--- src/rtl/hdsep_pkg.sv ---
// Shared types and constants for the Huffman decoder with separator split.
// Used by the modules under rtl/ except hdsep_ram; has no dependencies of its own.
package hdsep_pkg;

  localparam int unsigned MAX_CODE_LEN = 32;
  localparam int unsigned NODE_DEPTH   = 512;
  localparam int unsigned SEP_LEN      = 8;

  localparam int unsigned NODE_W = $clog2(NODE_DEPTH);
  localparam int unsigned USED_W = $clog2(NODE_DEPTH + 1);
  localparam int unsigned MC_W   = (SEP_LEN > 1) ? $clog2(SEP_LEN) : 1;
  localparam int unsigned CODE_W = 32;
  localparam int unsigned CIDX_W = $clog2(CODE_W);
  localparam int unsigned LEN_W  = 6;
  localparam int unsigned FNUM_W = 16;

  // separator text, first character in the top byte
  localparam logic [63:0] SEP_STR = {"FILE", "_", "SEP"};

  typedef enum logic [1:0] {
    CMD_INSERT = 2'd0,
    CMD_DECODE = 2'd1,
    CMD_FLUSH  = 2'd2
  } cmd_e;

  typedef enum logic [1:0] {
    KIND_BYTE    = 2'd0,
    KIND_NEWFILE = 2'd1,
    KIND_BADCODE = 2'd2,
    KIND_FULL    = 2'd3
  } kind_e;

  typedef struct packed {
    logic [1:0]        cmd;
    logic [7:0]        symbol;
    logic [CODE_W-1:0] code_bits;
    logic [LEN_W-1:0]  code_length;
    logic [7:0]        data_byte;
  } in_item_t;

  typedef struct packed {
    logic [1:0]        kind;
    logic [7:0]        out_byte;
    logic [FNUM_W-1:0] file_number;
    logic              last;
  } out_item_t;

  // one result before its last flag is known
  typedef struct packed {
    logic [1:0]        kind;
    logic [7:0]        out_byte;
    logic [FNUM_W-1:0] file_number;
  } res_t;

  typedef struct packed {
    logic vld;
    res_t res;
  } push_t;

  // walker to separator matcher
  typedef struct packed {
    logic       take;
    logic       flush;
    logic [7:0] sym;
  } mreq_t;

  typedef struct packed {
    logic [NODE_W-1:0] left;
    logic [NODE_W-1:0] right;
    logic [7:0]        sym;
  } node_t;

  function automatic logic [7:0] sep_char(input logic [2:0] idx);
    sep_char = SEP_STR[8*(7-int'(idx)) +: 8];
  endfunction

endpackage

--- src/rtl/hdsep_obuf.sv ---
// Result stage: one pending result (its last flag still open) plus the
// output register. Depends on hdsep_pkg.
module hdsep_obuf import hdsep_pkg::*; (
  input  logic      clk_i,
  input  logic      rst_ni,
  input  push_t     push_i,
  input  logic      fin_i,
  output logic      rdy_o,
  output logic      out_valid_o,
  input  logic      out_stall_i,
  output out_item_t out_item_o
);

  logic      pend_vld_q, pend_vld_d;
  res_t      pend_q;
  logic      out_vld_q, out_vld_d;
  out_item_t out_q;
  logic      out_free, push_acc, fin_acc, load_out;

  assign out_free = !out_vld_q || !out_stall_i;
  assign rdy_o    = !pend_vld_q || out_free;
  assign push_acc = push_i.vld && rdy_o;
  assign fin_acc  = fin_i && rdy_o;
  // pending result moves out when a newer one arrives or the item ends
  assign load_out = pend_vld_q && (push_acc || fin_acc);

  always_comb begin
    out_vld_d  = load_out || (out_vld_q && out_stall_i);
    pend_vld_d = pend_vld_q;
    if (push_acc) begin
      pend_vld_d = 1'b1;
    end else if (fin_acc) begin
      pend_vld_d = 1'b0;
    end
  end

  always_ff @(posedge clk_i or negedge rst_ni) begin
    if (!rst_ni) begin
      pend_vld_q <= 1'b0;
      out_vld_q  <= 1'b0;
    end else begin
      pend_vld_q <= pend_vld_d;
      out_vld_q  <= out_vld_d;
    end
  end

  always_ff @(posedge clk_i) begin
    if (push_acc) begin
      pend_q <= push_i.res;
    end
    if (load_out) begin
      out_q <= '{kind: pend_q.kind, out_byte: pend_q.out_byte,
                 file_number: pend_q.file_number, last: fin_acc};
    end
  end

  assign out_valid_o = out_vld_q;
  assign out_item_o  = out_q;

`ifndef SYNTHESIS
  a_push_fin_excl: assert property (@(posedge clk_i) disable iff (!rst_ni)
    !(push_i.vld && fin_i))
    else $error("push and end of item in the same cycle");
  a_fin_only_rdy: assert property (@(posedge clk_i) disable iff (!rst_ni)
    fin_i |-> rdy_o)
    else $error("end of item raised while result stage is blocked");
`endif

endmodule

--- config.mk ---
export PLATFORM = sky130hd
export DESIGN_NAME = hdsep_obuf
export DESIGN_NICKNAME = d
export VERILOG_FILES = /design/src/rtl/hdsep_pkg.sv /design/src/rtl/hdsep_obuf.sv
export SDC_FILE = /design/constraint.sdc
export NUM_CORES = 1
export LEC_CHECK = 0
export BUFFER_PORTS_ARGS = -buffer_cell sky130_fd_sc_hd__buf_2
export CELL_PAD_IN_SITES_DETAIL_PLACEMENT = 0
export CELL_PAD_IN_SITES_GLOBAL_PLACEMENT = 1
export CORE_MARGIN = 2
export CORE_UTILIZATION = 36
export DETAILED_ROUTE_END_ITERATION = 7
export PLACE_DENSITY = 0.72
export SYNTH_ARGS = -nofsm -noshare
export SYNTH_HDL_FRONTEND = slang
export SYNTH_SLANG_ARGS = --single-unit
--- constraint.sdc ---
create_clock -name clk_i -period 2.3 [get_ports clk_i]
set_input_delay 0.115 -clock clk_i [delete_from_list [all_inputs] [get_ports clk_i]]
set_output_delay 0.115 -clock clk_i [all_outputs]
set_load 0.01 [all_outputs]
Yosys cells after proc, flatten, opt, wreduce, memory -nomap -nowiden
Index checks and enable logic that the tools add are counted.

Mux-type cells: 2. Reduce and logical (&&, ||, !) cells: 12.

Operators by type and width (count): $logic_and A1 B1 Y1 (4); $logic_or A1 B1 Y1 (4); $logic_not A1 Y1 (3); $mux W1 (2); $reduce_bool A2 Y1 (1).

Flip-flop bits (word level): 55. Bits of input ports: 31. Output and inout port bits: 29. Word-level logic and storage cells: 23.

Logic depth before layout (Yosys ltp)
Gate-level depths: netlist of run 1.

Depth after elaboration: 7. Mapped depth: 2. Gate-level depth less buffers: 2.

Worst setup path before layout of run 1
OpenSTA, ideal clock, no wires.

Path kind: register -> register. From: register out_vld_q, in the netlist out_valid_o. To: register out_q (netlist bit out_item_o[0]) (enable). Setup time: 0.420 ns. Arrival: 1.824 ns. Required time: 1.880 ns. Setup slack: 0.056 ns. Stages on the path, launching flop included: 2. Path buffers: 0. Period minus slack after synthesis: 2.244 ns. Cell sequence: dfrtp_1 > a21oi_1.

Longest elaborated chain between the ends: 6. Elaborated cells between the ends (all ways): 7. Those cells by class: 7 x reduce/logical.

Ends and longest elaborated chain: start: declaration (RTL line hdsep_obuf.sv:16) `logic out_vld_q, out_vld_d;`; start signal: assignment (RTL line hdsep_obuf.sv:43) `out_vld_q <= out_vld_d;`; $logic_not A1 Y1 (*) (RTL line hdsep_obuf.sv:20) `assign out_free = !out_vld_q || !out_stall_i;`; $logic_or A1 B1 Y1 (*) (RTL line hdsep_obuf.sv:20); $logic_or A1 B1 Y1 (*) (RTL line hdsep_obuf.sv:21) `assign rdy_o = !pend_vld_q || out_free;`; $logic_and A1 B1 Y1, on equally long branches (RTL line hdsep_obuf.sv:22, hdsep_obuf.sv:23); $logic_or A1 B1 Y1 (*) (RTL line hdsep_obuf.sv:25) `assign load_out = pend_vld_q && (push_acc || fin_acc);`; $logic_and A1 B1 Y1 (*) (RTL line hdsep_obuf.sv:25); via load_out (RTL line hdsep_obuf.sv:18) `logic out_free, push_acc, fin_acc, load_out;`; end signal: assignment (RTL line hdsep_obuf.sv:52) `out_q <= '{kind: pend_q.kind, out_byte: pend_q.out_byte,`; end: declaration (RTL line hdsep_obuf.sv:17) `out_item_t out_q;`.

The timed path passes the listed nets; every way through them passes the cells marked *. A chain may end at the register's enable or synchronous reset.

Worst setup path in the final report of run 1
From: register pend_vld_q. To: register out_q (netlist bit out_item_o[20]) (enable).

Longest elaborated chain between the ends: 5. Elaborated cells between the ends (all ways): 6. Those cells by class: 6 x reduce/logical.

Ends and longest elaborated chain: start: declaration (RTL line hdsep_obuf.sv:14) `logic pend_vld_q, pend_vld_d;`; start signal: assignment (RTL line hdsep_obuf.sv:42) `pend_vld_q <= pend_vld_d;`; $logic_not A1 Y1 (RTL line hdsep_obuf.sv:21); $logic_or A1 B1 Y1 (RTL line hdsep_obuf.sv:21); $logic_and A1 B1 Y1, on equally long branches (RTL line hdsep_obuf.sv:22, hdsep_obuf.sv:23); $logic_or A1 B1 Y1 (RTL line hdsep_obuf.sv:25); $logic_and A1 B1 Y1 (*) (RTL line hdsep_obuf.sv:25); via load_out (RTL line hdsep_obuf.sv:18).

Marks and branches as above.

==> metrics.txt, run 1 <==
setup bufs post-CTS=0; H-tree lvl count=2; crit path launch type=register; max_slew headroom=0.772; Via Count=911; number of buffers added on ports=59; Syn Nets=96; Synth Area per Inst=26.1 sq um; setup violators final=0; drt first pass iters=6; Least-Margin Pin Slew=0.343 ns; post-cts sizing count=0; final net count=191; fin cells=213; Yosys reg bits=55; ant diodes=0; fillers=374; area growth from synthesis to layout=43.2%; placed instance count=178; Total GRT Usage=0.101; # IOs=60; clock slew at reported path FFs=0.09 ns; delay-heaviest family, CP=compound AO/OA/AOI/OAI gates; Netlist cell types=10; Num CTS Buffers=5; setup ws final=0.772 ns; WL final=2630 microns; Post-Syn Area=0.00170 sq mm; max-cap viol count=0; failing checks=design-rule violations; Pwr Total=1.89 mW; Cells after Synth=65; Worst R2R Path Depth=3; RR Startpoint=pend_vld_q$_DFFE_PN0P_; Cell Rows=24; die area=0.00527 sq mm; Cell Chain, Critical Path=o21ai_0 -> a21oi_2 -> buf_4; GRT overflow=0; reg2reg setup slack=0.77 ns; TritonCTS clock tree=done; Hold Startpoint=fin_i; CP arrival=1.50 ns; share of layout cells above drive strength 1=0.429; vias in the first global route=856; RSZ-0062 raised after global routing=no; status=complete, but fails checks; Crit. End Element=register; GPL Wtd Cong=0.752; worst hold path class=primary input to register; Slew Limit Fails=0; Synth area leader=edfxtp_1; Required @ worst endpoint=2.28 ns; DIE HEIGHT=72.6 microns; vias per cell=4.28; routed length per instance=12.3 microns; root buf cell=clkbuf_8; Clock Sinks=55; CP peak stage delay=0.39 ns; fin crit share=0.664; DRT antenna net count=0; static leakage=0.947 nW; core area=0.00444 sq mm; Hold Fails Final Rpt=0; worst skew pair latency=0.29 ns; fmax=0.654 GHz; crit path kind=register to register; crit path max fanout=22; post-layout minimum cycle time=1.53 ns; initial antenna violation count=0; Setup TNS=0 ns; Die Width=72.6 microns; largest net degree at the start of global routing=27; Min-Delay Endpoint=pend_vld_q$_DFFE_PN0P_; Max VDD drop=0.308 mV; DRC errors left=1; Setup Skew=0.00634 ns; top-area cell type share of the netlist area=0.939; top cells by area, synth=edfxtp_1 94%, dfrtp_1 3.0%, and2_1 0.74%; P per Cell Area=778 mW/mm^2; buffer and inverter count on the worst path=1; Initial Utilization=0.381; pre-CTS setup slack=0.767 ns; Starting DRT DRC Count=92; CTS max path bufs=2; first-pass GRT wire length=3880 microns; Syn. warnings=0; cell at the slowest stage of the critical path=dfrtp_1; Seq/Total Area, Yosys=0.968; r2r endpoint=out_item_o[20]$_DFFE_PP_; worst hold stages=2
[layout make-up]
type / count / area (sq um) / share of cell area
clock buffers: 5 / 68.8 / 0.0283
clock inverters: 3 / 15.0 / 0.00618
inverters: 1 / 3.75 / 0.00155
multi-input cells: 9 / 53.8 / 0.0222
flip-flops and latches: 55 / 1640 / 0.676
well taps: 52 / 65.1 / 0.0268
repair buffers: 88 / 581 / 0.239
[how the worst max path moves through the flow]
stage                     slack, ns  cells past startpoint                  endpoint                    from
final                          0.77                      3  out_item_o[20]$_DFFE_PP_  pend_vld_q$_DFFE_PN0P_
after floorplan                0.06                      1   out_item_o[0]$_DFFE_PP_   out_valid_o$_DFF_PN0_
after CTS                      0.74                      3  out_item_o[17]$_DFFE_PP_  pend_vld_q$_DFFE_PN0P_
after global placement         0.86                      3  out_item_o[14]$_DFFE_PP_  pend_vld_q$_DFFE_PN0P_
after detailed placement       0.77                      3  out_item_o[14]$_DFFE_PP_  pend_vld_q$_DFFE_PN0P_
after global routing           0.66                      3  out_item_o[20]$_DFFE_PP_  pend_vld_q$_DFFE_PN0P_
[placed cells by master, fill, tap and decap left out]
master / netlist / final
nand3_2: 1 / 1
buf_4: 0 / 2
dfrtp_1: 2 / 2
inv_1: 1 / 1
nor2_1: 1 / 1
clkinv_1: 0 / 2
and2_1: 2 / 2
a21oi_2: 0 / 1
dlygate4sd3_1: 0 / 27
buf_2: 0 / 59
o21ai_0: 1 / 1
clkbuf_8: 0 / 5
edfxtp_1: 53 / 53
nand2_1: 2 / 2
clkinvlp_4: 0 / 1
a31oi_1: 1 / 1
[cells in the mapped netlist]
| cell type | count |
|---|---|
| nand3_2 | 1 |
| inv_1 | 1 |
| a21oi_1 | 1 |
| nand2_1 | 2 |
| nor2_1 | 1 |
| a31oi_1 | 1 |
| dfrtp_1 | 2 |
| edfxtp_1 | 53 |
| o21ai_0 | 1 |
| and2_1 | 2 |
[per-stage QoR]
step                instance area (sq um)  utilization  hold slack [ns]
global route                         2430        0.546           0.0464
floorplan                            1700            -           -0.181
CTS                                  2410        0.542         0.000371
finish                               2430        0.546           0.0400
global placement                     2070        0.467          -0.0998
detailed placement                   2070        0.467          -0.0971
[layer usage]
metal	wire length, microns	global-route usage
met4	35	0.0494
met1	1060	0.117
met2	1340	0.169
met5	0	0
met3	199	0.0345
[registers in the layout, indices dropped and copies added (netlist names)]
signal	count
pend_q	26
out_item_o	27
out_valid_o	1
pend_vld_q	1
[kinds of logic (layout without fill, tap and decap cells)]
| kind of cell | after synthesis | after routing | synth area share |
|---|---|---|---|
| DFF | 55 | 55 | 0.968 |
| and+or+nand+nor | 6 | 6 | 0.0199 |
| AOI/OAI and AO/OA | 3 | 3 | 0.00959 |
| buffers and inverters | 1 | 97 | 0.00221 |
[report_power, final]
group,switching (mW),internal [mW]
logic,0.0977,0.0880
clock network,0.275,0.207
registers,0.0204,1.20
total,0.393,1.50
[repair_timing]
action,4_1_cts,5_1_grt
hold buffers,25,2
setup endpoints to repair,0,0
endpoints found under the hold margin,26,2
(Power assumes the default switching activity.)
==> inputs of run 2 (changes only) <==
clock period = 1.35 ns   (was 2.3 ns; I/O delays follow)
==> metrics.txt, run 2 (synthesis results as in run 1) <==
crit path launch type=register (unchanged); area growth from synthesis to layout=47.9% (was 43.2%); Least-Margin Pin Slew=0.348 ns (was 0.343 ns); H-tree lvl count=2 (unchanged); Required @ worst endpoint=1.32 ns (was 2.28 ns); setup bufs post-CTS=0 (unchanged); worst hold stages=3 (was 2); layer with the highest usage=met2 (unchanged); drt first pass iters=4 (was 6); DRC errors left=0 (was 1); Max VDD drop=0.570 mV (was 0.308 mV); TritonCTS clock tree=done (unchanged); share of layout cells above drive strength 1=0.447 (was 0.429); Cell Rows=24 (unchanged); worst hold path class=primary input to register (unchanged); clock slew at reported path FFs=0.09 ns (about the same); GPL Wtd Cong=0.679 (was 0.752); largest net degree at the start of global routing=28 (was 27); hpwl dp=1830 microns; first-pass GRT wire length=4510 microns (was 3880 microns); met1 usage=0.126 (was 0.117); initial antenna violation count=0 (unchanged); RSZ-0062 raised after global routing=no (unchanged); Crit. End Element=register (unchanged); leading cell type in the layout, fill and taps excluded=buf_2 (unchanged); Initial Utilization=0.381 (unchanged); ant diodes=0 (unchanged); routed length per instance=13.6 microns (was 12.3 microns); die area=0.00527 sq mm (unchanged); worst skew pair latency=0.29 ns (about the same); max_slew headroom=0.768 (was 0.772); # IOs=60 (unchanged); vias in the first global route=970 (was 856); DRT antenna net count=0 (unchanged); P per Cell Area=1450 mW/mm^2 (was 778 mW/mm^2); grt met2 use=0.213 (was 0.169); core area=0.00444 sq mm (unchanged); Worst R2R Path Depth=2 (was 3); fin crit share=0.934 (was 0.664); final net count=191 (unchanged); WL final=2890 microns (was 2630 microns); Num CTS Buffers=5 (unchanged); Setup TNS=0 ns (unchanged); crit path max fanout=26 (was 22); Die Width=72.6 microns (unchanged); pre-CTS setup slack=0.0943 ns (was 0.767 ns); Total GRT Usage=0.119 (was 0.101); root buf cell=clkbuf_8 (unchanged); GRT overflow=0 (unchanged); Slew Limit Fails=0 (unchanged); Clock Sinks=55 (unchanged); setup violators final=0 (unchanged); static leakage=0.980 nW (was 0.947 nW); crit path kind=register to register (unchanged); most frequent cells in the layout=59 x buf_2, 53 x edfxtp_1, 28 x dlygate4sd3_1, 5 x clkbuf_8 (was 59 x buf_2, 53 x edfxtp_1, 27 x dlygate4sd3_1, 5 x clkbuf_8); Setup Skew=0.00235 ns (was 0.00634 ns); status=completed (was complete, but fails checks); max-cap viol count=0 (unchanged); CTS max path bufs=2 (unchanged); max reg flops=27 (unchanged); DIE HEIGHT=72.6 microns (unchanged); setup ws final=0.0898 ns (was 0.772 ns); post-cts sizing count=0 (unchanged); Starting DRT DRC Count=64 (was 92); vias per cell=4.29 (was 4.28); fmax=0.794 GHz (was 0.654 GHz); Hold Fails Final Rpt=0 (unchanged); CP arrival=1.23 ns (was 1.50 ns); met3 usage=0.0539 (was 0.0345); Via Count=914 (was 911); number of buffers added on ports=59 (unchanged); post-layout minimum cycle time=1.26 ns (was 1.53 ns)
[run 2: path summary, 6_finish.rpt]
check                                      endpoint  slack (ns)                  start
setup / recovery               pend_q[12]$_DFFE_PP_        0.09  out_valid_o$_DFF_PN0_
setup reg to reg               pend_q[12]$_DFFE_PP_        0.09  out_valid_o$_DFF_PN0_
hold reg to reg            out_item_o[14]$_DFFE_PP_        0.43   pend_q[13]$_DFFE_PP_
hold / removal               pend_vld_q$_DFFE_PN0P_        0.04             push_i[26]
max in group asynchronous     out_valid_o$_DFF_PN0_        1.16                 rst_ni
min in group asynchronous    pend_vld_q$_DFFE_PN0P_        0.08                 rst_ni
[run 2: repair_timing]
action	4_1_cts	5_1_grt
hold buffers	28	0
setup endpoints to repair	0	0
hold endpoints to repair	29	0
[run 2: final cells by class]
type	instances	area, sq um
Fill cell	352	1940
Sequential cell	55	1640
Timing Repair Buffer	88	596
Clock buffer	6	72.6
Multi-Input combinational cell	9	67.6
Tap cell	52	65.1
Clock inverter	2	60.1
Inverter	1	3.75
[run 2: where the power goes]
group	internal [mW]	leakage [nW]	switching [mW]
registers	2.05	0.528	0.0384
logic	0.164	0.387	0.175
clock network	0.740	0.0654	0.475
[run 2: per-layer routing]
layer  wire length [microns]  vias up
li1                        -      443
met1                    1140      428
met2                    1520       43
met3                     230        0
met4                       0        0
met5                       0        -
[run 2: per-stage QoR]
step           total power, mW  cell area [sq um]  std cells  hold WS [ns]   util
3_3_place_gp              2.39               2090        177        -0.147  0.471
5_1_grt                   3.78               2510        213        0.0516  0.564
3_5_place_dp              2.41               2090        177        -0.144  0.471
4_1_cts                   3.68               2510        213        0.0323  0.564
6_report                  3.64               2510        213        0.0418  0.564
2_1_floorplan             2.24               1710         65        -0.228      -
[run 2: worst max-delay path, cell delays in order, from the launching register on]
cell and delay (ns):
dfrtp_2 0.45, nand3_2 0.10, and2_4 0.36
==> inputs of run 3 (changes only) <==
CORE_UTILIZATION = 43   (was 36)
GPL_ROUTABILITY_DRIVEN = 0   (was default)
PLACE_DENSITY = 0.8   (was 0.72)
clock period = 1.6 ns   (was 1.35 ns; I/O delays follow)
==> metrics.txt, run 3 (synthesis results as in run 1) <==
status=completed (unchanged); static leakage=0.961 nW (was 0.980 nW); max_slew headroom=0.782 (was 0.768); CTS max path bufs=2 (unchanged); largest net degree at the start of global routing=28 (unchanged); max-cap viol count=0 (unchanged); Hold Fails Final Rpt=0 (unchanged); grt met2 use=0.231 (was 0.213); Slew Limit Fails=0 (unchanged); Clock Sinks=55 (unchanged); core area=0.00372 sq mm (was 0.00444 sq mm); DIE HEIGHT=66.8 microns (was 72.6 microns); Finished Core Util=0.663 (was 0.564); area growth from synthesis to layout=45.4% (was 47.9%); Via Count=924 (was 914); final net count=192 (was 191); CP arrival=1.30 ns (was 1.23 ns); RSZ-0062 raised after global routing=no (unchanged); Final Hold Slack=0.0565 ns (was 0.0418 ns); root buf cell=clkbuf_8 (unchanged); most frequent cells in the layout=59 x buf_2, 53 x edfxtp_1, 28 x dlygate4sd3_1, 5 x clkbuf_8 (unchanged); number of buffers added on ports=59 (unchanged); Pwr Total=2.75 mW (was 3.64 mW); max reg flops=27 (unchanged); Required @ worst endpoint=1.65 ns (was 1.32 ns); Crit. End Element=register (unchanged); crit path kind=primary input to register (was register to register); Cell Chain, Critical Path=dlygate4sd3_1 -> buf_2 -> o21ai_0 -> a21oi_2 -> buf_12 (was nand3_2 -> and2_4); drt first pass iters=4 (unchanged); Critical Path Sink=out_item_o[21]$_DFFE_PP_ (was pend_q[12]$_DFFE_PP_); cell at the slowest stage of the critical path=dlygate4sd3_1 (was dfrtp_2); crit path max fanout=27 (was 26); r2r endpoint=out_item_o[21]$_DFFE_PP_ (was pend_q[12]$_DFFE_PP_); post-layout minimum cycle time=1.25 ns; initial antenna violation count=0 (unchanged); Cell Rows=22 (was 24); setup violators final=0 (unchanged); Num CTS Buffers=5 (unchanged); GRT overflow=0 (unchanged); layer with the highest usage=met2 (unchanged); Max VDD drop=0.760 mV (was 0.570 mV); vias in the first global route=884 (was 970); DRT antenna net count=0 (unchanged); clock slew at reported path FFs=0.09 ns (about the same); reg2reg setup slack=0.38 ns (was 0.09 ns); Setup Skew=0.00448 ns (was 0.00235 ns); vias per cell=4.40 (was 4.29); crit path launch type=primary input (was register); share of layout cells above drive strength 1=0.444 (was 0.447); fin crit share=0.778; WL final=2870 microns (was 2890 microns); # IOs=60 (unchanged); RR Startpoint=pend_vld_q$_DFFE_PN0P_ (was out_valid_o$_DFF_PN0_); met1 usage=0.152 (was 0.126); DRC errors left=0 (unchanged); worst hold path class=primary input to register (unchanged); ant diodes=0 (unchanged); TritonCTS clock tree=done (unchanged); Least-Margin Pin Slew=0.324 ns (was 0.348 ns); first-pass GRT wire length=4060 microns (was 4510 microns); fmax=0.803 GHz; met3 usage=0.0405 (was 0.0539); H-tree lvl count=2 (unchanged); leading cell type in the layout, fill and taps excluded=buf_2 (unchanged); CP peak stage delay=0.53 ns (was 0.45 ns); die area=0.00446 sq mm (was 0.00527 sq mm); Total GRT Usage=0.134 (was 0.119); routed length per instance=13.6 microns (about the same); Initial Utilization=0.456 (was 0.381); P per Cell Area=1120 mW/mm^2 (was 1450 mW/mm^2); worst skew pair latency=0.29 ns (about the same); setup bufs post-CTS=0 (unchanged); post-cts sizing count=0 (unchanged); Setup crit start=fin_i (was out_valid_o$_DFF_PN0_); Die Width=66.8 microns (was 72.6 microns); Starting DRT DRC Count=29 (was 64); Worst R2R Path Depth=3 (was 2)
-- run 3: changes by cell type in the layout (fill, tap and decap cells not counted), sizes merged --
cell and delta:
clkinv +1, clkinvlp +2, buf +1, bufinv -2
clkbuf -1
-- run 3: timing repair --
item | 4_1_cts | 5_1_grt
endpoints found under the hold margin | 29 | 0
hold buffers | 28 | 0
setup endpoints to repair | 0 | 0
-- run 3: worst max-delay path: cells and delay by family --
kind | cells | cell delay (ns)
buf+inv | 3 | 0.84
compound gates | 2 | 0.36
-- run 3: worst min-delay path by stage --
stage / to / from / cells after the start
global placement: out_valid_o$_DFF_PN0_ / rst_ni / 1
floorplan: out_valid_o$_DFF_PN0_ / rst_ni / 0
detailed placement: pend_vld_q$_DFFE_PN0P_ / rst_ni / 1
global route: pend_vld_q$_DFFE_PN0P_ / push_i[26] / 3
CTS: pend_vld_q$_DFFE_PN0P_ / push_i[26] / 3
finish: pend_vld_q$_DFFE_PN0P_ / push_i[26] / 3
-- run 3: per-layer routing --
layer | wire (microns) | part of all wire
met5 | 0 | 0
met1 | 1110 | 0.39
met4 | 31 | 0.011
met3 | 145 | 0.051
met2 | 1580 | 0.55
-- run 3: area by class of cell --
type / instances / area [sq um]
Clock buffer: 5 / 68.8
Clock inverter: 3 / 20.0
Fill cell: 246 / 1250
Inverter: 1 / 3.75
Multi-Input combinational cell: 9 / 55.1
Sequential cell: 55 / 1640
Tap cell: 48 / 60.1
Timing Repair Buffer: 89 / 616
-- run 3: power breakdown --
group | leakage [nW] | switching (mW) | internal [mW]
Combinational | 0.392 | 0.144 | 0.143
Sequential | 0.528 | 0.0332 | 1.73
Clock | 0.0402 | 0.403 | 0.305
-- run 3: through the flow --
step / instance area [sq um] / cells / worst slack, ns / TNS (ns)
global placement: 2100 / 174 / 0.447 / 0
global route: 2460 / 210 / 0.294 / 0
floorplan: 1700 / 65 / -0.0545 / -1.47
CTS: 2460 / 210 / 0.365 / 0
detailed placement: 2100 / 174 / 0.396 / 0
finish: 2460 / 210 / 0.355 / 0
