==> src/rtl/hdsep_pkg.sv <==
// Shared types and constants for the Huffman decoder with separator split.
// Used by the modules under rtl/ except hdsep_ram; has no dependencies of its own.
package hdsep_pkg;

  localparam int unsigned MAX_CODE_LEN = 32;
  localparam int unsigned NODE_DEPTH   = 512;
  localparam int unsigned SEP_LEN      = 8;

  localparam int unsigned NODE_W = $clog2(NODE_DEPTH);
  localparam int unsigned USED_W = $clog2(NODE_DEPTH + 1);
  localparam int unsigned MC_W   = (SEP_LEN > 1) ? $clog2(SEP_LEN) : 1;
  localparam int unsigned CODE_W = 32;
  localparam int unsigned CIDX_W = $clog2(CODE_W);
  localparam int unsigned LEN_W  = 6;
  localparam int unsigned FNUM_W = 16;

  // separator text, first character in the top byte
  localparam logic [63:0] SEP_STR = {"FILE", "_", "SEP"};

  typedef enum logic [1:0] {
    CMD_INSERT = 2'd0,
    CMD_DECODE = 2'd1,
    CMD_FLUSH  = 2'd2
  } cmd_e;

  typedef enum logic [1:0] {
    KIND_BYTE    = 2'd0,
    KIND_NEWFILE = 2'd1,
    KIND_BADCODE = 2'd2,
    KIND_FULL    = 2'd3
  } kind_e;

  typedef struct packed {
    logic [1:0]        cmd;
    logic [7:0]        symbol;
    logic [CODE_W-1:0] code_bits;
    logic [LEN_W-1:0]  code_length;
    logic [7:0]        data_byte;
  } in_item_t;

  typedef struct packed {
    logic [1:0]        kind;
    logic [7:0]        out_byte;
    logic [FNUM_W-1:0] file_number;
    logic              last;
  } out_item_t;

  // one result before its last flag is known
  typedef struct packed {
    logic [1:0]        kind;
    logic [7:0]        out_byte;
    logic [FNUM_W-1:0] file_number;
  } res_t;

  typedef struct packed {
    logic vld;
    res_t res;
  } push_t;

  // walker to separator matcher
  typedef struct packed {
    logic       take;
    logic       flush;
    logic [7:0] sym;
  } mreq_t;

  typedef struct packed {
    logic [NODE_W-1:0] left;
    logic [NODE_W-1:0] right;
    logic [7:0]        sym;
  } node_t;

  function automatic logic [7:0] sep_char(input logic [2:0] idx);
    sep_char = SEP_STR[8*(7-int'(idx)) +: 8];
  endfunction

endpackage

==> src/rtl/hdsep_match.sv <==
// Separator matcher: holds partial separator matches, releases them on a
// mismatch, counts files. Depends on hdsep_pkg.
module hdsep_match import hdsep_pkg::*; (
  input  logic              clk_i,
  input  logic              rst_ni,
  input  mreq_t             mreq_i,
  input  logic              rdy_i,
  output push_t             push_o,
  output logic              busy_o,
  output logic [FNUM_W-1:0] file_cnt_o
);

  typedef enum logic [3:0] {
    M_IDLE = 4'b0001,
    M_HELD = 4'b0010,
    M_SYM  = 4'b0100,
    M_NEWF = 4'b1000
  } m_state_e;

  m_state_e          st_q, st_d;
  logic [MC_W-1:0]   mc_q, mc_d;
  logic [MC_W-1:0]   idx_q, idx_d;
  logic              open_q, open_d;
  logic              flush_q, flush_d;
  logic [FNUM_W-1:0] cnt_q, cnt_d;
  logic [7:0]        sym_q, sym_d;
  logic [FNUM_W-1:0] cnt_inc;
  logic              held_done;

  assign cnt_inc   = (cnt_q != '1) ? cnt_q + FNUM_W'(1) : cnt_q;
  assign held_done = ({1'b0, idx_q} + (MC_W+1)'(1)) == {1'b0, mc_q};

  always_comb begin
    st_d    = st_q;
    mc_d    = mc_q;
    idx_d   = idx_q;
    open_d  = open_q;
    flush_d = flush_q;
    cnt_d   = cnt_q;
    sym_d   = sym_q;
    push_o  = '0;
    case (st_q)
      M_IDLE: begin
        if (mreq_i.take) begin
          sym_d = mreq_i.sym;
          if (mreq_i.sym == sep_char(3'(mc_q))) begin
            if (mc_q == MC_W'(SEP_LEN - 1)) begin
              mc_d   = '0;
              cnt_d  = cnt_inc;
              open_d = 1'b1;
              st_d   = M_NEWF;
            end else begin
              mc_d = mc_q + MC_W'(1);
            end
          end else if (!open_q) begin
            mc_d = '0;
          end else if (mc_q != '0) begin
            idx_d   = '0;
            flush_d = 1'b0;
            st_d    = M_HELD;
          end else begin
            st_d = M_SYM;
          end
        end else if (mreq_i.flush) begin
          if (open_q && mc_q != '0) begin
            idx_d   = '0;
            flush_d = 1'b1;
            st_d    = M_HELD;
          end else begin
            mc_d   = '0;
            open_d = 1'b0;
            cnt_d  = '0;
          end
        end
      end
      M_HELD: begin
        push_o.vld = 1'b1;
        push_o.res = '{kind: KIND_BYTE, out_byte: sep_char(3'(idx_q)), file_number: cnt_q};
        if (rdy_i) begin
          idx_d = idx_q + MC_W'(1);
          if (held_done) begin
            if (flush_q) begin
              // end of stream: back to the reset state, tree untouched
              mc_d   = '0;
              open_d = 1'b0;
              cnt_d  = '0;
              st_d   = M_IDLE;
            end else begin
              st_d = M_SYM;
            end
          end
        end
      end
      M_SYM: begin
        push_o.vld = 1'b1;
        push_o.res = '{kind: KIND_BYTE, out_byte: sym_q, file_number: cnt_q};
        if (rdy_i) begin
          mc_d = '0;
          st_d = M_IDLE;
        end
      end
      M_NEWF: begin
        push_o.vld = 1'b1;
        push_o.res = '{kind: KIND_NEWFILE, out_byte: 8'd0, file_number: cnt_q};
        if (rdy_i) begin
          st_d = M_IDLE;
        end
      end
      default: begin
        st_d = M_IDLE;
      end
    endcase
  end

  always_ff @(posedge clk_i or negedge rst_ni) begin
    if (!rst_ni) begin
      st_q    <= M_IDLE;
      mc_q    <= '0;
      open_q  <= 1'b0;
      cnt_q   <= '0;
      idx_q   <= '0;
      flush_q <= 1'b0;
    end else begin
      st_q    <= st_d;
      mc_q    <= mc_d;
      open_q  <= open_d;
      cnt_q   <= cnt_d;
      idx_q   <= idx_d;
      flush_q <= flush_d;
    end
  end

  always_ff @(posedge clk_i) begin
    sym_q <= sym_d;
  end

  assign busy_o     = (st_q != M_IDLE);
  assign file_cnt_o = cnt_q;

endmodule

==> config.mk <==
export PLATFORM = sky130hd
export DESIGN_NAME = hdsep_match
export DESIGN_NICKNAME = d
export VERILOG_FILES = /design/src/rtl/hdsep_pkg.sv /design/src/rtl/hdsep_match.sv
export SDC_FILE = /design/constraint.sdc
export NUM_CORES = 1
export LEC_CHECK = 0
export ABC_CLOCK_PERIOD_IN_PS = 7200
export BUFFER_PORTS_ARGS = -buffer_cell sky130_fd_sc_hd__buf_4
export CORE_ASPECT_RATIO = 2
export CORE_UTILIZATION = 45
export CTS_BUF_LIST = sky130_fd_sc_hd__clkbuf_8
export CTS_CLUSTER_DIAMETER = 50
export DETAILED_ROUTE_END_ITERATION = 10
export GPL_TIMING_DRIVEN = 0
export PLACE_DENSITY = 0.69
export SLEW_MARGIN = 20
export SYNTH_ARGS = -nofsm -noshare
export SYNTH_HDL_FRONTEND = slang
export SYNTH_SLANG_ARGS = --single-unit
==> constraint.sdc <==
create_clock -name clk_i -period 7.2 [get_ports clk_i]
set_clock_uncertainty 0.05 [all_clocks]
set_input_delay 1.44 -clock clk_i [delete_from_list [all_inputs] [get_ports clk_i]]
set_output_delay 1.44 -clock clk_i [all_outputs]
set_load 0.01 [all_outputs]
## Yosys cells after proc, flatten, opt, wreduce, memory -nomap -nowiden

Index checks and enable logic that the tools add are counted.

| storage, ports and cells | value |
|---|---|
| register bits | 36 |
| input bits | 13 |
| output and inout bits | 44 |
| logic and storage cells | 115 |

| cells by class | value |
|---|---|
| $add $sub $neg | 6 |
| equality and inequality tests | 29 |
| shifts and indexed selects | 2 |
| mux-type cells | 57 |
| reduce and logical (&&, ||, !) cells | 14 |

Operator list:

| cell | number |
|---|---|
| $mux 16 | 9 |
| $shiftx 64x7->8 const A | 2 |
| $pmux 27 s3 | 1 |
| $mux 3 | 19 |
| $mux 4 | 9 |
| $pmux 16 s2 | 1 |
| $ne 3x3->1 const B | 9 |
| $add 16x1->16 const B | 1 |
| $ne 16x16->1 const B | 1 |
| $reduce_and 8->1 | 2 |
| $mux 1 | 14 |
| $reduce_and 7->1 | 2 |
| $ne 4x4->1 const B | 3 |
| $pmux 4 s3 | 1 |
| $ne 2x2->1 const B | 5 |
| $pmux 3 s3 | 1 |
| $reduce_and 9->1 | 1 |
| $eq 8x8->1 | 1 |
| $sub 3x3->4 const A | 2 |
| $add 3x1->3 const B | 2 |
| $ne 2x1->1 const B | 3 |
| $pmux 3 s2 | 1 |
| $reduce_and 6->1 | 1 |
| $reduce_bool 2->1 | 3 |
| other kinds (13) | 14 |

## Depth between registers and ports, before layout

Gate-level depths: netlist of run 1.

| logic depth | value |
|---|---|
| word-level depth | 6 |
| depth in mapped cells | 12 |
| gate-level depth less buffers | 9 |

## Worst setup path after synthesis of run 1

No wires, ideal clock.

| timing path | value |
|---|---|
| path kind | input -> register |
| start | input mreq_i[1] in the netlist's numbering |
| end | register cnt_q[14], in the netlist file_cnt_o[14] |
| library setup time | 92 ps |
| arrival | 3,548 ps |
| required time | 7,058 ps |
| setup slack | 3,510 ps |
| stages | 9 |
| buffers on the path | 3 |
| path through | or3_1 > a211oi_2 > a31oi_1 > or4_1 > buf_2 > or2_1 > buf_6 > buf_6 > o31ai_2 |

| on the way | value |
|---|---|
| word-level cells in the longest chain between the ends | 3 |

Ends and longest elaborated chain:

| what | RTL line | source |
|---|---|---|
| start, declared | hdsep_match.sv:6 | `input mreq_t mreq_i,` |
| $eq 8x8->1 | hdsep_match.sv:46 | `if (mreq_i.sym == sep_char(3'(mc_q))) begin` |
| $ne 3x3->1 (no line) | - |  |
| $reduce_and 9->1 (no line) | - |  |
| end signal, assigned | hdsep_match.sv:127 | `cnt_q <= cnt_d;` |
| end, declared | hdsep_match.sv:25 | `logic [FNUM_W-1:0] cnt_q, cnt_d;` |

Every way passes these cells.
A chain may end at the register's enable or synchronous reset.

==> results of run 1 <==
cell type report:
type | instances | area (um^2)
fillers | 502 | 2180
flip-flops and latches | 36 | 942
clock inverters | 2 | 10.0
inverters | 11 | 41.3
well taps | 58 | 72.6
plain buffers | 15 | 85.1
clock buffers | 6 | 82.6
repair buffers | 55 | 413
multi-input cells | 218 | 1410
synthesized netlist by cell type, drive strengths merged, types with 2 or more instances:
| library cell | instances | area share |
|---|---|---|
| nor3 | 5 | 0.010 |
| a211oi | 4 | 0.014 |
| and2 | 3 | 0.0076 |
| xor2 | 2 | 0.0071 |
| dfrtp | 27 | 0.27 |
| buf | 6 | 0.021 |
| nor2 | 18 | 0.027 |
| inv | 10 | 0.015 |
| o41ai | 3 | 0.014 |
| a31oi | 6 | 0.015 |
| o31ai | 11 | 0.039 |
| clkbuf | 9 | 0.014 |
| ha | 13 | 0.066 |
| mux2i | 6 | 0.024 |
| xnor2 | 6 | 0.021 |
| nand2b | 6 | 0.015 |
| edfxtp | 8 | 0.097 |
| nand2 | 24 | 0.036 |
| or2 | 3 | 0.0076 |
| a22o | 4 | 0.014 |
| o21ai | 32 | 0.065 |
| a21oi | 6 | 0.012 |
| a21o | 4 | 0.012 |
| o211ai | 2 | 0.0061 |
| nor2b | 21 | 0.053 |
| nand3 | 14 | 0.028 |
| and3 | 8 | 0.020 |
| o311ai | 2 | 0.0071 |
| or3 | 3 | 0.0076 |
sequential cells by signal, indices dropped and copies added (netlist names):
| register | flops |
|---|---|
| idx_q | 3 |
| st_q | 4 |
| flush_q | 1 |
| open_q | 1 |
| sym_q | 8 |
| mc_q | 3 |
| file_cnt_o | 16 |
how the worst max path moves through the flow:
stage                          from        endpoint  slack, ns  cells past startpoint
after floorplan           mreq_i[1]  file_cnt_o[14]       3.51                      9
after global placement    mreq_i[1]   file_cnt_o[3]       3.16                     10
after detailed placement  mreq_i[1]   file_cnt_o[4]       3.16                     10
after CTS                   st_q[2]      push_o[15]       3.14                      6
after global routing        st_q[2]       push_o[9]       2.98                      6
final                       st_q[2]      push_o[15]       3.18                      6
through the flow:
stage | setup WS [ns] | total power (W) | util
5_1_grt | 2.98 | 0.000730 | 0.584
4_1_cts | 3.14 | 0.000688 | 0.584
6_report | 3.18 | 0.000683 | 0.584
3_5_place_dp | 3.16 | 0.000538 | 0.566
2_1_floorplan | 3.51 | 0.000443 | -
3_3_place_gp | 3.16 | 0.000536 | 0.566
layer usage:
layer / global-route usage / vias up / share of wire / wire (um)
met3: 0.0340 / 14 / 0.031 / 194
met4: 0.108 / 0 / 0.033 / 202
met2: 0.438 / 65 / 0.57 / 3560
met1: 0.248 / 1076 / 0.36 / 2240
met5: 0 / - / 0 / 0
li1: - / 1128 / - / -
cell usage in the layout, fill, tap and decap left out, drive strengths merged, types with 11 or more instances in the layout:
cell type / n
clkbuf: 15
nor2b: 21
o31ai: 11
nand3: 14
dfrtp: 27
o21ai: 32
buf: 61
nand2: 24
ha: 13
nor2: 18
cell families after synthesis:
| family | synth area share |
|---|---|
| AND/OR/NAND/NOR | 0.231 |
| AO/OA/AOI/OAI | 0.213 |
| flip-flops | 0.380 |
| buffers and inverters | 0.0510 |
| adder cells (fa/ha/maj) | 0.0657 |
| XOR/XNOR | 0.0283 |
| multiplexers | 0.0288 |
| other | 0.00151 |
critical path, cell delays in order (launching register included):
cell      delay, ns
dfrtp_1        0.37
clkbuf_1       0.22
nor3_1         0.72
a21oi_1        0.34
clkbuf_1       0.30
nor2b_1        0.15
buf_4          0.13
power groups by stage:
| stage | clock [W] | sequential (W) | combinational [W] |
|---|---|---|---|
| 4_1_cts | 0.000154 | 0.000274 | 0.000260 |
| 2_1_floorplan | 0 | 0.000273 | 0.000170 |
| 5_1_grt | 0.000161 | 0.000279 | 0.000291 |
| 3_5_place_dp | 0 | 0.000278 | 0.000260 |
| 3_3_place_gp | 0 | 0.000278 | 0.000258 |
| 6_report | 0.000150 | 0.000274 | 0.000259 |
==> flow_metrics.env, run 1 <==
export IMPL_p_per_area_nw_per_um2=224
export IMPL_die_area_um2=5820
export IMPL_worstSetupPathType="reg -> out"
export IMPL_instances_no_fill=401
export IMPL_avgSynthCellArea_um2=8.85
export IMPL_seq_area_frac_synth=0.380
export IMPL_holdBufCountCts=0
export IMPL_ys_warn_count=0
export IMPL_maxCapViolCount=0
export IMPL_n_antenna_cell=0
export IMPL_p_clk_frac=0.220
export IMPL_via_count=2283
export IMPL_hold_depth=1
export IMPL_grt_pass1_vias=2210
export IMPL_clk_path_buf_depth=2
export IMPL_hold_end="file_cnt_o[12]"
export IMPL_max_freq_mhz=249
export IMPL_cts_sinks=36
export IMPL_cts_setup_buffers=0
export IMPL_endpoint_kind="output pin"
export IMPL_wl_per_cell_um=15.4
export IMPL_ctsHtreeMaxLevel=2
export IMPL_rsz0062_at_grt="false"
export IMPL_maxSlewViolCount=0
export IMPL_place_inst=393
export IMPL_worst_r2r_setup_slack_ns=3.67
export IMPL_design_area_um2=3060
export IMPL_timing_rr_end="file_cnt_o[14]"
export IMPL_hp_start="file_cnt_o[12]"
export IMPL_die_h_um=107
export IMPL_timing_setup_tns_ns=0
export IMPL_fin_crit_sh=0.558
export IMPL_p_switching_w=0.000262
export IMPL_hold_viol_final=0
export IMPL_gp_congestion=0.926
export IMPL_p_sw_frac=0.383
export IMPL_grt_pass1_wl_mm=10.1
export IMPL_drcViolationCount=0
export IMPL_reg2reg_depth=12
export IMPL_min_period_ns=4.02
export IMPL_synth_cell_types=50
export IMPL_path_clk_slew_ns=0.07
export IMPL_nNetsFinal=368
export IMPL_p_comb_frac=0.380
export IMPL_syn2layout_area_growth_pct=23.3
export IMPL_coreArea_um2=5230
export IMPL_cp_max_fo=10
export IMPL_synthArstFlopShare=0.778
export IMPL_cts_tree="yes"
export IMPL_root_buffer="clkbuf_8"
export IMPL_grt_usage=0.239
export IMPL_arrival_ns=2.53
export IMPL_synth_nets=306
export IMPL_clkLatencyLatePin_ns=0.29
export IMPL_fp_row_count=37
export IMPL_placed_area_um2=2960
export IMPL_firstDrtPassIters=4
export IMPL_detailed_place_hpwl_mm=4.87
export IMPL_overflow=0
export IMPL_antenna_found_initial=0
export IMPL_setup_violations=0
export IMPL_irDropWorstVdd_mv=0.118
export IMPL_power_internal_w=0.000421
export IMPL_viasPerCell=5.69
export IMPL_netlist_area_um2=2480
export IMPL_portBuffers=55
export IMPL_ios=57
export IMPL_p_seq_frac=0.401
export IMPL_synth_edf_count=8
export IMPL_cts_resized=0
export IMPL_status="finished, final reports clean"
export IMPL_ant_nets=0
export IMPL_yosys_most_used_dff="dfrtp_1"
export IMPL_power_leakage_nw=1.35
export IMPL_numCtsBuffers=5
export IMPL_r2r_start="mc_q[0]"
export IMPL_initial_utilization=0.474
export IMPL_tightest_slew_ns=0.844
export IMPL_startpoint_type="flip-flop"
export IMPL_hp_class="reg -> reg"
export IMPL_worstPathRequired_ns=5.71
export IMPL_drive_above_1_share=0.224
export IMPL_max_slew_margin=0.429
export IMPL_grt_max_degree=29
export IMPL_dieWidth_um=54.5
export IMPL_routed_wl_mm=6.19
export IMPL_synth_seq_cells=36
export IMPL_holdWs_ns=0.479
export IMPL_synth_cells=280
export IMPL_drt_iter0_drc=72
Note: power is estimated with default switching activity, not from simulation.
==> run 2, diff against run 1 <==
ABC_AREA = 1   (was default)
ABC_CLOCK_PERIOD_IN_PS = 3300   (was 7200)
PLACE_DENSITY = 0.7   (was 0.69)
clock period = 3.3 ns   (was 7.2 ns; I/O delays follow)
==> flow_metrics.env, run 2 <==
export IMPL_nNetsFinal=511
export IMPL_top_usage_layer="met2"
export IMPL_drive_above_1_share=0.235
export IMPL_layout_commonest_cell="nand2_1"
export IMPL_timing_setup_tns_ns=0
export IMPL_numCtsBuffers=5
export IMPL_ys_warn_count=0
export IMPL_ctsHtreeMaxLevel=2
export IMPL_firstDrtPassIters=5
export IMPL_grt_use_met1=0.230
export IMPL_grt_pass1_wl_mm=13.1
export IMPL_reg2reg_depth=12
export IMPL_drcViolationCount=0
export IMPL_gp_congestion=0.950
export IMPL_fin_crit_sh=0.946
export IMPL_synth_cells=424
export IMPL_coreArea_um2=6260
export IMPL_cp_max_fo=10
export IMPL_startpoint_type="flip-flop"
export IMPL_synth_most_common_cell="nand2_1"
export IMPL_yosys_most_used_dff="dfrtp_1"
export IMPL_cts_tree="yes"
export IMPL_worstPathRequired_ns=2.59
export IMPL_seq_area_frac_synth=0.326
export IMPL_irDropWorstVdd_mv=0.328
export IMPL_final_cell_mix="nand2_1 (108), nor2_1 (68), buf_4 (57), inv_1 (52), dfrtp_1 (27)"
export IMPL_dieWidth_um=58.6
export IMPL_ios=57
export IMPL_synth_top_cell_by_area="dfrtp_1"
export IMPL_yosysTopAreaCellShare=0.234
export IMPL_hold_viol_final=0
export IMPL_overflow=0
export IMPL_largest_reg_flops=16
export IMPL_grt_usage=0.259
export IMPL_p_per_area_nw_per_um2=823
export IMPL_synthArstFlopShare=0.778
export IMPL_clk_path_buf_depth=2
export IMPL_min_period_ns=3.12
export IMPL_syn2layout_area_growth_pct=21.0
export IMPL_maxSlewViolCount=0
export IMPL_synth_common_cells="nand2_1 (108), nor2_1 (69), inv_1 (50)"
export IMPL_ant_nets=0
export IMPL_die_h_um=115
export IMPL_grt_max_degree=29
export IMPL_synth_seq_cells=36
export IMPL_holdBufCountCts=0
export IMPL_n_antenna_cell=0
export IMPL_root_buffer="clkbuf_8"
export IMPL_synth_nets=450
export IMPL_via_count=2969
export IMPL_tightest_slew_ns=0.551
export IMPL_viasPerCell=5.19
export IMPL_wl_per_cell_um=14.1
export IMPL_power_leakage_nw=1.78
export IMPL_rsz0062_at_grt="false"
export IMPL_clkLatencyLatePin_ns=0.30
export IMPL_detailed_place_hpwl_mm=6.41
export IMPL_synth_cell_types=38
export IMPL_drt_iter0_drc=183
export IMPL_path_clk_slew_ns=0.08
export IMPL_avgSynthCellArea_um2=6.81
export IMPL_arrival_ns=2.41
export IMPL_setup_violations=0
export IMPL_synth_area_leaders="dfrtp_1 (23%), nand2_1 (14%), nor2_1 (9.0%)"
export IMPL_endpoint_kind="output pin"
export IMPL_initial_utilization=0.461
export IMPL_maxCapViolCount=0
export IMPL_worstSetupPathType="reg -> out"
export IMPL_netlist_area_um2=2890
export IMPL_met3_usage=0.0304
export IMPL_die_area_um2=6760
export IMPL_hp_class="in -> async"
export IMPL_cts_sinks=36
export IMPL_portBuffers=54
export IMPL_status="finished, final reports clean"
export IMPL_grt_pass1_vias=2934
export IMPL_final_util=0.558
export IMPL_met2_usage=0.506
export IMPL_fp_row_count=41
export IMPL_synth_edf_count=8
export IMPL_routed_wl_mm=8.05
export IMPL_fillers=670
export IMPL_max_freq_mhz=320
export IMPL_antenna_found_initial=0
export IMPL_max_slew_margin=0.632
-- run 2: path summary, 6_finish.rpt --
path                       startpoint              to  slack (ns)
min reg2reg                   st_q[0]         st_q[0]        0.44
max                           st_q[0]      push_o[15]        0.18
max reg2reg                  idx_q[0]   file_cnt_o[7]        0.87
max in group asynchronous      rst_ni         st_q[0]        2.64
min in group clk_i            st_q[0]         st_q[0]        0.44
min                            rst_ni  file_cnt_o[14]        0.22
-- run 2: final cells by class --
class                   count  area (um^2)  share of cell area
clock buffers               6         82.6              0.0236
inverters                  54          203              0.0580
plain buffers               9         72.6              0.0208
flip-flops and latches     36          942               0.270
multi-input cells         325         1670               0.479
well taps                  86          108              0.0308
repair buffers             54          405               0.116
clock inverters             2         7.51             0.00215
-- run 2: cell families (layout without fill, tap and decap cells) --
family / count (synthesis) / count (layout) / synth area share
flops: 36 / 36 / 0.326
buf+inv: 63 / 125 / 0.0954
fa+ha+maj: 13 / 13 / 0.0564
simple gates: 268 / 268 / 0.432
compound gates: 38 / 38 / 0.0733
xor+xnor: 5 / 5 / 0.0152
other cells: 1 / 1 / 0.00130
-- run 2: report_power, final --
part / switching, W / leakage (nW) / internal [W] / total (W)
Sequential: 0.000207 / 0.426 / 0.000623 / 0.000830
Combinational: 0.00104 / 1.30 / 0.000675 / 0.00172
Clock: 0.000163 / 0.0538 / 0.000164 / 0.000327
-- run 2: critical path, stage by stage, from the launching register on --
cell,delay (ns)
dfstp_2,0.56
nor2_1,0.07
nand2_2,0.20
inv_2,0.13
nor2_2,0.22
nand2_1,0.16
inv_1,0.26
buf_2,0.29
nor2_1,0.08
buf_4,0.14
-- run 2: stage by stage --
step	hold slack (ns)	power (W)	area, um^2	setup WS, ns	cells
finish	0.216	0.00287	3490	0.177	572
global route	0.245	0.00312	3490	0.0292	572
CTS	0.226	0.00289	3490	0.0535	572
detailed placement	0.428	0.00255	3400	0.391	564
global placement	0.421	0.00252	3400	0.394	564
floorplan	0.314	0.00194	2890	1.02	424
-- run 2: repair_timing --
item | 4_1_cts | 5_1_grt
resized for setup | 0 | 1
buffers inserted | 0 | 0
endpoints found under the setup margin | 0 | 10
-- run 2: per-layer routing --
metal	up-vias	wire length (um)
met3	33	337
met1	1370	2690
met5	-	0
met4	0	495
met2	118	4530
li1	1448	-
==> run 3, diff against run 2 <==
ABC_AREA = default   (was 1)
PLACE_DENSITY = 0.71   (was 0.7)
SLEW_MARGIN = default   (was 20)
==> flow_metrics.env, run 3 (same netlist as run 1, synthesis figures left out) <==
export IMPL_fp_row_count=37
export IMPL_max_slew_margin=0.598
export IMPL_clk_path_buf_depth=2
export IMPL_hp_class="in -> async"
export IMPL_initial_utilization=0.474
export IMPL_rsz0062_at_grt="false"
export IMPL_arrival_ns=3.33
export IMPL_viasPerCell=5.69
export IMPL_dr_wl_met2_mm=3.71
export IMPL_setup_violations=0
export IMPL_gp_congestion=0.862
export IMPL_via_count=2326
export IMPL_maxSlewViolCount=0
export IMPL_die_h_um=107
export IMPL_endpoint_kind="flip-flop"
export IMPL_status="finished, final reports clean"
export IMPL_highest_layer="met4"
export IMPL_clkLatencyLatePin_ns=0.29
export IMPL_n_antenna_cell=0
export IMPL_portBuffers=55
export IMPL_ctsHtreeMaxLevel=2
export IMPL_worstSetupPathType="reg -> reg"
export IMPL_timing_rr_end="file_cnt_o[14]"
export IMPL_firstDrtPassIters=4
export IMPL_ant_nets=0
export IMPL_power_leakage_nw=1.41
export IMPL_root_buffer="clkbuf_8"
export IMPL_min_period_ns=3.18
export IMPL_worst_r2r_setup_slack_ns=0.12
export IMPL_timing_setup_tns_ns=0
export IMPL_routed_wl_mm=6.35
export IMPL_largest_reg_flops=16
export IMPL_detailed_place_hpwl_mm=4.87
export IMPL_coreArea_um2=5230
export IMPL_p_per_area_nw_per_um2=488
export IMPL_setup_ws_ns=0.121
export IMPL_wl_met1_mm=2.30
export IMPL_grt_pass1_vias=2248
export IMPL_syn2layout_area_growth_pct=29.2
export IMPL_cp_max_fo=10
export IMPL_max_freq_mhz=315
export IMPL_tightest_slew_ns=0.598
export IMPL_reg2reg_depth=12
export IMPL_drive_above_1_share=0.285
export IMPL_cts_sinks=36
export IMPL_final_util=0.612
export IMPL_path_clk_slew_ns=0.07
export IMPL_place_inst=393
export IMPL_dpl_worst_slack_ns=-0.270
export IMPL_final_cell_mix="buf_4 (64), nand2_1 (24), dfrtp_1 (23), o21ai_0 (22), nor2b_1 (20)"
export IMPL_hold_viol_final=0
export IMPL_instances_no_fill=409
export IMPL_wl_met3_um=160
export IMPL_antenna_found_initial=0
export IMPL_startpoint_type="flip-flop"
export IMPL_irDropWorstVdd_mv=0.289
export IMPL_drcViolationCount=0
export IMPL_die_area_um2=5820
export IMPL_nNetsFinal=376
export IMPL_ios=57
export IMPL_fin_crit_sh=0.963
export IMPL_grt_pass1_wl_mm=10.5
export IMPL_maxCapViolCount=0
export IMPL_wl_per_cell_um=15.5
export IMPL_layout_commonest_cell="buf_4"
export IMPL_cts_tree="yes"
export IMPL_numCtsBuffers=5
export IMPL_r2r_start="mc_q[1]"
export IMPL_grt_usage=0.246
export IMPL_overflow=0
export IMPL_grt_max_degree=29
export IMPL_drt_iter0_drc=44
export IMPL_dieWidth_um=54.5
export IMPL_worstPathRequired_ns=3.45
-- run 3: cell count changes in the layout (fill, tap and decap cells not counted), sizes merged, moves of 7 or more --
cell,before,now
buf,62,70
and3,0,8
clkbuf,7,14
nor3,19,5
nand3,30,14
inv,56,11
o31ai,2,11
nor2,96,18
nor2b,0,21
nand2,116,24
-- run 3: repair_timing --
action,in CTS,in global routing
setup buffers,4,4
cloned,0,0
endpoints found under the setup margin,25,26
gates resized for setup,6,17
hold buffers,0,0
pin swaps,3,5
-- run 3: per-stage QoR --
stage | power (W) | instance area [um^2] | hold WS [ns]
final | 0.00156 | 3200 | 0.236
after global routing | 0.00167 | 3200 | 0.260
after CTS | 0.00151 | 3110 | 0.251
after detailed placement | 0.00118 | 2960 | 0.476
after global placement | 0.00117 | 2960 | 0.461
after floorplan | 0.000966 | 2480 | 0.314
-- run 3: worst max path at each step --
stage                 start        endpoint  depth (start not counted)
floorplan           mc_q[0]  file_cnt_o[14]                         12
global placement    st_q[2]  file_cnt_o[15]                         11
detailed placement  st_q[2]  file_cnt_o[15]                         11
CTS                 mc_q[1]   file_cnt_o[3]                         12
global route        mc_q[1]  file_cnt_o[14]                         12
finish              mc_q[1]  file_cnt_o[14]                         12
-- run 3: metal layers --
| layer | track usage | up-vias |
|---|---|---|
| li1 | - | 1143 |
| met1 | 0.258 | 1112 |
| met2 | 0.447 | 56 |
| met3 | 0.0383 | 15 |
| met4 | 0.112 | 0 |
| met5 | 0 | - |
-- run 3: final cells by class --
cell class                 instances  area, um^2
timing repair buffer              63         473
sequential                        36         947
clock inverter                     2        7.51
buffer                            15        91.3
inverter                          11        45.0
fill                             496        2030
clock buffer                       6        82.6
multi-input combinational        218        1480
tap                               58        72.6
-- run 3: power by group --
group / internal [W] / switching [W] / leakage [nW]
registers: 0.000535 / 0.0000659 / 0.446
logic: 0.000266 / 0.000372 / 0.913
clock network: 0.000164 / 0.000159 / 0.0538
total: 0.000965 / 0.000596 / 1.41
-- run 3: critical path, stage by stage, from the launching register on --
cell      delay (ns)
dfrtp_2         0.38
inv_1           0.08
ha_4            0.18
nor2b_2         0.18
or3_1           0.36
a211oi_2        0.30
a31oi_2         0.14
or4_1           0.56
buf_6           0.16
or2_1           0.21
buf_6           0.14
buf_6           0.15
o31ai_2         0.21
